===== src/hdl/ntpc_pkg.sv =====
// shared constants, lookup tables and widths for the note to pitch converter
package ntpc_pkg;

    // field widths
    localparam int unsigned FINE_W  = 15;
    localparam int unsigned NOTE_W  = 7;
    localparam int unsigned CFINE_W = 7;
    localparam int unsigned CNOTE_W = 8;
    localparam int unsigned PITCH_W = 16;

    // semitone offset biased to stay positive, and its octave split
    localparam int unsigned SEMI_W   = 10;
    localparam int unsigned OCT_W    = 6;
    localparam int unsigned IDX_W    = 4;
    localparam int unsigned FRAC_W   = 7;
    localparam logic [SEMI_W-1:0] SEMI_BIAS = 10'd288;

    // floor(x / 12) as (x * 683) >> 13, exact for x below 1024 * 0.75
    localparam logic [SEMI_W-1:0] RECIP12       = 10'd683;
    localparam int unsigned       RECIP12_SHIFT = 13;
    localparam logic [IDX_W-1:0]  NOTES_PER_OCT = 4'd12;

    // biased octave at which no downward shift applies (reference octave 2)
    localparam logic [OCT_W-1:0] REF_OCT_BIASED = 6'd26;
    localparam int unsigned      SHIFT_W = 5;
    localparam int unsigned      ROUND_W = 25;

    // 44100 / 48000 as a 28-bit fraction, rounded up so floor stays exact
    localparam int unsigned       LEGACY_SHIFT = 28;
    localparam logic [27:0]       LEGACY_MULT  = 28'd246625076;

    // equal-tempered step within one octave
    function automatic logic [15:0] note_rom(input logic [IDX_W-1:0] idx);
        logic [15:0] val;
        case (idx)
            4'd0:    val = 16'h8000;
            4'd1:    val = 16'h879C;
            4'd2:    val = 16'h8FAC;
            4'd3:    val = 16'h9837;
            4'd4:    val = 16'hA145;
            4'd5:    val = 16'hAADC;
            4'd6:    val = 16'hB504;
            4'd7:    val = 16'hBFC8;
            4'd8:    val = 16'hCB2F;
            4'd9:    val = 16'hD744;
            4'd10:   val = 16'hE411;
            4'd11:   val = 16'hF1A1;
            default: val = 16'h8000;
        endcase
        return val;
    endfunction

    // 1/128 semitone steps
    localparam logic [15:0] FRAC_ROM [128] = '{
        16'h8000, 16'h800E,
        16'h801D, 16'h802C, 16'h803B, 16'h804A, 16'h8058, 16'h8067, 16'h8076,
        16'h8085, 16'h8094, 16'h80A3, 16'h80B1, 16'h80C0, 16'h80CF, 16'h80DE,
        16'h80ED, 16'h80FC, 16'h810B, 16'h811A, 16'h8129, 16'h8138, 16'h8146,
        16'h8155, 16'h8164, 16'h8173, 16'h8182, 16'h8191, 16'h81A0, 16'h81AF,
        16'h81BE, 16'h81CD, 16'h81DC, 16'h81EB, 16'h81FA, 16'h8209, 16'h8218,
        16'h8227, 16'h8236, 16'h8245, 16'h8254, 16'h8263, 16'h8272, 16'h8282,
        16'h8291, 16'h82A0, 16'h82AF, 16'h82BE, 16'h82CD, 16'h82DC, 16'h82EB,
        16'h82FA, 16'h830A, 16'h8319, 16'h8328, 16'h8337, 16'h8346, 16'h8355,
        16'h8364, 16'h8374, 16'h8383, 16'h8392, 16'h83A1, 16'h83B0, 16'h83C0,
        16'h83CF, 16'h83DE, 16'h83ED, 16'h83FD, 16'h840C, 16'h841B, 16'h842A,
        16'h843A, 16'h8449, 16'h8458, 16'h8468, 16'h8477, 16'h8486, 16'h8495,
        16'h84A5, 16'h84B4, 16'h84C3, 16'h84D3, 16'h84E2, 16'h84F1, 16'h8501,
        16'h8510, 16'h8520, 16'h852F, 16'h853E, 16'h854E, 16'h855D, 16'h856D,
        16'h857C, 16'h858B, 16'h859B, 16'h85AA, 16'h85BA, 16'h85C9, 16'h85D9,
        16'h85E8, 16'h85F8, 16'h8607, 16'h8617, 16'h8626, 16'h8636, 16'h8645,
        16'h8655, 16'h8664, 16'h8674, 16'h8683, 16'h8693, 16'h86A2, 16'h86B2,
        16'h86C1, 16'h86D1, 16'h86E0, 16'h86F0, 16'h8700, 16'h870F, 16'h871F,
        16'h872E, 16'h873E, 16'h874E, 16'h875D, 16'h876D, 16'h877D, 16'h878C
    };

endpackage


===== src/hdl/note_to_pitch_converter_unit.sv =====
// Note to pitch converter: five-stage pipeline from note and fine tune to pitch word
//
// Usage:
//   Input channel (in_valid / in_stall) carries op, base_note, base_fine,
//   play_note and play_fine. A transfer happens on a clock edge with in_valid
//   high and in_stall low. Each transfer produces exactly one pitch_word on
//   the output channel (out_valid / out_stall), in order.
//   When the output is not stalled, each item passes in order through the
//   five pipeline registers (fine split, octave split, ROM multiply, octave
//   shift, legacy rate multiply), each of which holds one item, and out_valid
//   rises once the item reaches the last. Throughput is one item per cycle
//   while the output is not stalled.
//   When out_stall is held, the result stays on pitch_word and the pipeline
//   fills up; empty stages still close up, so in_stall rises only once all
//   five stages hold an item.
//   rst_n is asynchronous and active low; it empties the pipeline. There is
//   no configuration and no state carried between items.
module note_to_pitch_converter_unit
(
    input  logic                           clk,
    input  logic                           rst_n,
    input  logic                           in_valid,
    output logic                           in_stall,
    input  logic                           op,
    input  logic signed [ntpc_pkg::CNOTE_W-1:0] base_note,
    input  logic [ntpc_pkg::CFINE_W-1:0]   base_fine,
    input  logic [ntpc_pkg::NOTE_W-1:0]    play_note,
    input  logic signed [ntpc_pkg::FINE_W-1:0]  play_fine,
    output logic                           out_valid,
    input  logic                           out_stall,
    output logic [ntpc_pkg::PITCH_W-1:0]   pitch_word
);
    import ntpc_pkg::*;

    // stage valid bits and advance enables
    logic v1_reg, v2_reg, v3_reg, v4_reg, v5_reg;
    logic en1, en2, en3, en4, en5;

    assign en5 = !v5_reg || !out_stall;
    assign en4 = !v4_reg || en5;
    assign en3 = !v3_reg || en4;
    assign en2 = !v2_reg || en3;
    assign en1 = !v1_reg || en2;
    assign in_stall  = !en1;
    assign out_valid = v5_reg;

    // stage 1: fine sum, semitone offset
    logic               neg_center;
    logic               scale_next;
    logic signed [8:0]  center;
    logic signed [15:0] fine_sum;
    logic signed [8:0]  whole;
    logic [SEMI_W-1:0]  semi_next;
    logic [SEMI_W-1:0]  semi1_reg;
    logic [FRAC_W-1:0]  frac1_reg;
    logic               scale1_reg;

    assign neg_center = base_note[CNOTE_W-1];
    assign scale_next = op && !neg_center;
    assign center     = (op && neg_center) ? (9'sd0 - 9'(base_note)) : 9'(base_note);
    assign fine_sum   = 16'(play_fine) + $signed({9'd0, base_fine});
    assign whole      = fine_sum[15:FRAC_W];
    assign semi_next  = {3'd0, play_note} + SEMI_W'(whole) - SEMI_W'(center) + SEMI_BIAS;

    always_ff @(posedge clk)
    begin
        if (en1)
        begin
            semi1_reg  <= semi_next;
            frac1_reg  <= fine_sum[FRAC_W-1:0];
            scale1_reg <= scale_next;
        end
    end

    // stage 2: octave and note within the octave
    logic [OCT_W-1:0]  oct_next;
    logic [IDX_W-1:0]  idx_next;
    logic [OCT_W-1:0]  oct2_reg;
    logic [IDX_W-1:0]  idx2_reg;
    logic [FRAC_W-1:0] frac2_reg;
    logic              scale2_reg;

    ntpc_divmod12 u_divmod
    (
        .semi     (semi1_reg),
        .octave   (oct_next),
        .note_idx (idx_next)
    );

    always_ff @(posedge clk)
    begin
        if (en2)
        begin
            oct2_reg   <= oct_next;
            idx2_reg   <= idx_next;
            frac2_reg  <= frac1_reg;
            scale2_reg <= scale1_reg;
        end
    end

    // stage 3: ROM product
    logic [31:0]        rom_prod;
    logic [PITCH_W-1:0] prod3_reg;
    logic [OCT_W-1:0]   oct3_reg;
    logic               scale3_reg;

    assign rom_prod = 32'(note_rom(idx2_reg)) * 32'(FRAC_ROM[frac2_reg]);

    always_ff @(posedge clk)
    begin
        if (en3)
        begin
            prod3_reg  <= rom_prod[31:16];
            oct3_reg   <= oct2_reg;
            scale3_reg <= scale2_reg;
        end
    end

    // stage 4: rounded downward shift for low octaves
    logic [SHIFT_W-1:0] shift_amt;
    logic [ROUND_W-1:0] round_sum;
    logic [ROUND_W-1:0] round_shifted;
    logic [PITCH_W-1:0] pitch_next;
    logic [PITCH_W-1:0] pitch4_reg;
    logic               scale4_reg;

    assign shift_amt     = SHIFT_W'(REF_OCT_BIASED - oct3_reg);
    assign round_sum     = ROUND_W'(prod3_reg) + (ROUND_W'(1) << (shift_amt - SHIFT_W'(1)));
    assign round_shifted = round_sum >> shift_amt;
    assign pitch_next    = (oct3_reg < REF_OCT_BIASED) ? round_shifted[PITCH_W-1:0]
                                                       : prod3_reg;

    always_ff @(posedge clk)
    begin
        if (en4)
        begin
            pitch4_reg <= pitch_next;
            scale4_reg <= scale3_reg;
        end
    end

    // stage 5: legacy rate scaling for legacy items with a non-negative center note, into the output register
    logic [PITCH_W+LEGACY_SHIFT-1:0] legacy_prod;
    logic [PITCH_W-1:0]              pitch_word_reg;

    assign legacy_prod = (PITCH_W+LEGACY_SHIFT)'(pitch4_reg)
                       * (PITCH_W+LEGACY_SHIFT)'(LEGACY_MULT);

    always_ff @(posedge clk)
    begin
        if (en5)
        begin
            pitch_word_reg <= scale4_reg ? legacy_prod[LEGACY_SHIFT +: PITCH_W] : pitch4_reg;
        end
    end

    assign pitch_word = pitch_word_reg;

    // valid bits travel with the data
    always_ff @(posedge clk or negedge rst_n)
    begin
        if (!rst_n)
        begin
            v1_reg <= 1'b0;
            v2_reg <= 1'b0;
            v3_reg <= 1'b0;
            v4_reg <= 1'b0;
            v5_reg <= 1'b0;
        end
        else
        begin
            if (en1) v1_reg <= in_valid;
            if (en2) v2_reg <= v1_reg;
            if (en3) v3_reg <= v2_reg;
            if (en4) v4_reg <= v3_reg;
            if (en5) v5_reg <= v4_reg;
        end
    end

endmodule


===== src/hdl/ntpc_divmod12.sv =====
// splits a biased semitone count into octave and note within the octave
module ntpc_divmod12
(
    input  logic [ntpc_pkg::SEMI_W-1:0] semi,
    output logic [ntpc_pkg::OCT_W-1:0]  octave,
    output logic [ntpc_pkg::IDX_W-1:0]  note_idx
);
    import ntpc_pkg::*;

    logic [2*SEMI_W-1:0] recip_prod;
    logic [SEMI_W-1:0]   oct_times12;
    logic [SEMI_W-1:0]   remainder;

    // quotient by reciprocal multiply
    assign recip_prod = (2*SEMI_W)'(semi) * (2*SEMI_W)'(RECIP12);
    assign octave     = recip_prod[RECIP12_SHIFT +: OCT_W];

    // remainder from the quotient
    assign oct_times12 = SEMI_W'(octave) * SEMI_W'(NOTES_PER_OCT);
    assign remainder   = semi - oct_times12;
    assign note_idx    = remainder[IDX_W-1:0];

endmodule


===== config.mk =====
export PLATFORM = sky130hd
export DESIGN_NAME = note_to_pitch_converter_unit
export DESIGN_NICKNAME = d
export VERILOG_FILES = /design/src/hdl/ntpc_pkg.sv /design/src/hdl/note_to_pitch_converter_unit.sv /design/src/hdl/ntpc_divmod12.sv
export SDC_FILE = /design/constraint.sdc
export NUM_CORES = 1
export LEC_CHECK = 0
export ABC_AREA = 1
export BUFFER_PORTS_ARGS = -buffer_cell sky130_fd_sc_hd__buf_4
export CORE_MARGIN = 2
export CORE_UTILIZATION = 40
export CTS_BUF_LIST = sky130_fd_sc_hd__clkbuf_8
export CTS_CLUSTER_SIZE = 25
export DETAILED_ROUTE_END_ITERATION = 8
export GPL_TIMING_DRIVEN = 0
export SETUP_SLACK_MARGIN = 0.15
export SYNTH_ARGS = -nofsm -noshare
export SYNTH_HDL_FRONTEND = slang
export SYNTH_HIERARCHICAL = 1
export SYNTH_SLANG_ARGS = --single-unit

===== constraint.sdc =====
create_clock -name clk -period 11.3 [get_ports clk]
set_clock_uncertainty 0.15 [all_clocks]
set_input_delay 1.13 -clock clk [delete_from_list [all_inputs] [get_ports clk]]
set_output_delay 1.13 -clock clk [all_outputs]
set_load 0.1 [all_outputs]

**Word level (Yosys, flattened, before mapping)**

Memory sizes are Yosys's and may differ from the RTL's. A register that Yosys moved wholly into a read port is not among the register bits.
Cells that the tools add are included.

- Add/subtract/negate cells: 9
- Multipliers: 4
- Magnitude comparators: 2
- Shift operators: 2
- Mux-type cells: 6
- Bitwise operators: 1
- Reductions and logical operators: 15

Operator list:

| operator | number |
|---|---|
| two-way mux 16 bit | 4 |
| multiplier 16 x 26 -> 42 bit (second input constant) | 1 |
| multiplier 16 x 16 -> 32 bit | 1 |
| adder 16 x 25 -> 25 bit | 1 |
| left shift 1 x 5 -> 25 bit (first input constant) | 1 |
| right shift 25 x 5 -> 16 bit | 1 |
| multiplier 10 x 10 -> 19 bit (second input constant) | 1 |
| adder 15 x 8 -> 16 bit | 1 |
| adder 10 x 9 -> 10 bit (second input constant) | 1 |
| adder 8 x 9 -> 10 bit | 1 |
| subtractor 10 bit | 1 |
| two-way mux 9 bit | 1 |
| subtractor 1 x 8 -> 9 bit (first input constant) | 1 |
| >= comparator 8 bit (second input constant) | 1 |
| logical NOT 1 bit | 8 |
| inverter 7 -> 8 bit | 1 |
| less-than comparator 6 x 5 -> 1 bit (second input constant) | 1 |
| multiplier 6 x 2 -> 2 bit (second input constant) | 1 |
| logical OR 1 bit | 5 |
| subtractor 5 x 1 -> 5 bit (second input constant) | 1 |
| subtractor 5 bit (first input constant) | 1 |
| two-way mux 4 bit | 1 |
| subtractor 4 bit | 1 |
| logical AND 1 bit | 2 |

- Register bits after elaboration: 97
- Memory bits (read-only): 2,288
- Input port bits: 42
- Output and inout port bits: 18
- Logic and storage cells: 59
- Memories: 2

Memory list:

| memory | depth | width | rd ports | clocked after memory_dff | write ports | RTL line | source |
|---|---|---|---|---|---|---|---|
| (name not given) | 128 | 16 | 1 | 0 | 0 | note_to_pitch_converter_unit.sv:107 | `assign rom_prod = 32'(note_rom(idx2_reg)) * 32'(FRAC_ROM[frac2_reg]);` |
| (name not given) | 16 | 15 | 1 | 1 | 0 | ntpc_pkg.sv:35 | `case (idx)` |

**Longest topological paths before layout**

- Depth in word-level cells: 7
- Depth in mapped cells: 37
- Depth with buffers taken out: 35

**By module**

The synthesis kept the hierarchy.

By module, submodules not included:

| module | times used | cells an instance | area an instance (µm²) | sequential area each (µm²) |
|---|---|---|---|---|
| note_to_pitch_converter_unit | 1 | 2,714 | 22,102.4 | 3,188.1 |
| ntpc_divmod12 | 1 | 243 | 1,923.1 | 0.0 |

**Worst setup path before layout**

Ideal clock, no wire load.

- Path kind: reg2reg
- From: register frac2_reg[0]
- To: register prod3_reg[8] (data pin)
- Setup time: 0.252 ns
- Arrival time: 6.835 ns
- Data required time: 10.898 ns
- Slack: 4.063 ns
- Cell stages (with the launch flop): 35
- Buffers on the path: 2
- Period minus slack after synthesis: 7.237 ns
- Path through: edfxtp_1 clkbuf_1 inv_1 ha_1 nand2_1 nand3_1 nand2_1 or2_2 nand3_1 a21oi_1 nand2_1 nand2_1 inv_1 clkbuf_1 nor2_1 fa_1 inv_1 fa_1 fa_1 inv_1 fa_1 fa_1 inv_1 fa_1 inv_1 ha_1 nand2_1 inv_1 nand2_1 nor2_1 nand2_1 o41ai_2 nand2_1 nand3_1 nand2_1

- Longest elaborated chain between the ends: 5

Ends and longest elaborated chain:

| element | RTL line | source |
|---|---|---|
| start: declaration | note_to_pitch_converter_unit.sv:80 | `logic [FRAC_W-1:0] frac2_reg;` |
| start signal: assignment | note_to_pitch_converter_unit.sv:96 | `frac2_reg <= frac1_reg;` |
| inverter 7 -> 8 bit (implied by the code) | note_to_pitch_converter_unit.sv:107 |  |
| memory (128 x 16 bit) | n/a |  |
| two-way mux 16 bit (implied by the code) (2 in a row) | note_to_pitch_converter_unit.sv:107 |  |
| multiplier 16 x 16 -> 32 bit | note_to_pitch_converter_unit.sv:107 |  |
| via rom_prod[24] | note_to_pitch_converter_unit.sv:102 | `logic [31:0] rom_prod;` |
| end signal: assignment | note_to_pitch_converter_unit.sv:113 | `prod3_reg <= rom_prod[31:16];` |
| end: declaration | note_to_pitch_converter_unit.sv:103 | `logic [PITCH_W-1:0] prod3_reg;` |

The timed path passes the listed nets, and every way through them passes these cells. The select of a mux whose other input is x is not followed.
A chain may end at the register's enable or synchronous reset.

**Worst setup path after layout**

Same ends and word-level chain as after synthesis.

==> metrics <==
FP Rows 89; RSZ-0062 raised after global routing no; top_reg_cell synth edfxtp_1; IO Pins 60; first-pass GRT wire length 105900 um; DIE HEIGHT 249.1 um; flop2flop setup slack 2550 ps; post-layout min period 8754 ps; starting density of the core 40.56%; drt first-iter violations 1454; core area 59240 um2; Mapped Nets 3689; # hold bufs at CTS 0; crit path buf inv count 11; Critical Path AT 8790 ps; post-route ant nets 0; detailed-router iteration count before antenna repair 5; clock latency on the worst-skew pair 450 ps; Yosys reg bits 112; Post-CTS Resized 0; MaxCap Viol Count 0; Slew HR 29.62%; top post-synthesis cells by area fa_1, ha_1, edfxtp_1; Final #Nets 3759; max-slew violations 0; DP Wirelength 55070 um; synthesized area per cell 8.125 um2; Via Count 19540; total routed wirelength 63910 um; gpl congestion 0.9358; EDFF count, synth 92; crit-path max cell delay 590 ps; status finished, final reports clean; H-Tree Depth 3; Worst path top cell family by delay adder cells; gr usage total 21.42%; Netlist cell types 71; fin crit share 77.47%; grt total ovfl 0; Synth async-reset ratio 4.464%; YS warnings 6; Synth Instances 2957; clk sinks 112; die area 62040 um2; worst-margin pin slew 1054 ps; Die X 249.1 um; CTS max path bufs 2; CP max FO 10; WP data required 11340 ps; setup tns final 0 ps; Worst-path clk slew 120 ps; CTS tree built; layout cells sized above 1 6.036%; Most Frequent Cell on Critical Path inv_1; Syn Std Cell Area 24030 um2; # setup viols final 0; initial antenna violation count 2; Setup Buffers After CTS 0; CP max stage cell fa_1; min-delay worst type reg -> reg; Area Overhead vs Synth 6.713%; routed len/inst 16.79 um; CTS Buf Count 9; Yosys top cell area share 24.66%; PortBufs 59; Avg Vias per Cell 5.133; critical path class reg -> reg; cell type with the largest total area after synthesis fa_1; clock root buffer clkbuf_8; Post-route DRC 0; CP Capture Type flip-flop; Startpoint Class flip-flop; Seq/Total Area, Yosys 13.27%; fmax 114.2 MHz; number of global-route vias before repair 19930; largest net degree at the start of global routing 26; Hold Vio Cnt, Final 0
-- stage by stage --
stage	worst slack (ps)	hold slack (ps)	area, um2	cells	utilization, %
after global placement	2478	251.0	25440	3789	42.94
final	2546	275.5	25640	3806	43.28
after global routing	1996	273.0	25640	3806	43.28
after floorplan	4063	250.3	24030	2957	-
after detailed placement	2590	254.5	25440	3789	42.94
after CTS	2504	264.8	25640	3805	43.27
-- worst paths after layout --
path / start / to / cells after the start
min in group asynchronous: rst_n / v1_reg / 1
worst max register to register: frac2_reg[0] / prod3_reg[8] / 34
max in group asynchronous: rst_n / v4_reg / 1
worst min register to register: frac1_reg[2] / frac2_reg[2] / 0
worst min-delay path: frac1_reg[2] / frac2_reg[2] / 0
worst max-delay path: frac2_reg[0] / prod3_reg[8] / 34
-- placed cells by master, fill, tap and decap left out, drive strengths merged, types with 2 or more instances in the layout --
cell     instances
o31ai            5
fa             296
o21ai          120
a21o             9
nor4            11
nand3          173
edfxtp          92
inv            607
ha             394
o2111ai          4
a21boi           2
a21oi          145
a22o             7
o41ai            2
clkbuf          30
a211oi           6
nand3b           8
dfxtp           15
nand2          539
xor2            40
o211ai          24
o311ai           3
xnor2           23
or2             19
o21a             9
o22ai            5
buf             91
a31oi           12
clkinv          10
nor3            34
o21bai           5
dfrtp            5
nor2           247
nand4           25
a22oi            4
-- cell families after synthesis --
family | Yosys count | share of synthesized area (%)
xor gates and xnor gates | 63 | 2.297
adders and majority gates | 690 | 45.18
buffers and inverters | 664 | 10.67
AOI/OAI and AO/OA | 369 | 9.030
DFF | 112 | 13.27
muxes | 1 | 0.04166
and+or+nand+nor | 1058 | 19.51
-- layer usage --
metal / track usage (%) / share of wire [%]
met2: 34.91 / 46
met1: 30.13 / 46
met4: 5.456 / 2.2
met3: 2.675 / 5.5
met5: 0 / 0
-- synthesized netlist by cell type, types with 6 or more instances --
| master | n |
|---|---|
| o21a_1 | 9 |
| clkbuf_1 | 21 |
| buf_1 | 9 |
| nand4_1 | 24 |
| nor4_1 | 10 |
| a31oi_1 | 11 |
| dfxtp_1 | 15 |
| nand3_1 | 166 |
| nor3_1 | 31 |
| nand2_2 | 15 |
| o211ai_1 | 24 |
| a21o_1 | 9 |
| a22o_1 | 7 |
| a21oi_1 | 143 |
| nand3b_1 | 8 |
| or2_2 | 17 |
| a211oi_1 | 6 |
| nand2_1 | 512 |
| o21ai_1 | 6 |
| fa_1 | 296 |
| xnor2_1 | 23 |
| inv_1 | 587 |
| ha_1 | 394 |
| buf_2 | 16 |
| clkinv_1 | 9 |
| edfxtp_1 | 92 |
| nand2_4 | 10 |
| nor2_1 | 241 |
| inv_2 | 11 |
| o21ai_0 | 112 |
| xor2_1 | 40 |
-- layout make-up --
cell class	count	area (um2)
fillers	6135	33600
multi-input cells	2181	18280
flip-flops and latches	112	3188
inverters	611	2306
well taps	773	967.2
repair buffers	59	442.9
plain buffers	53	256.5
clock buffers	9	123.9
clock inverters	7	76.32
diodes	1	2.502
Power is not shown: default switching activity piles up to over one toggle a cycle in this logic, so the estimate is an artifact.
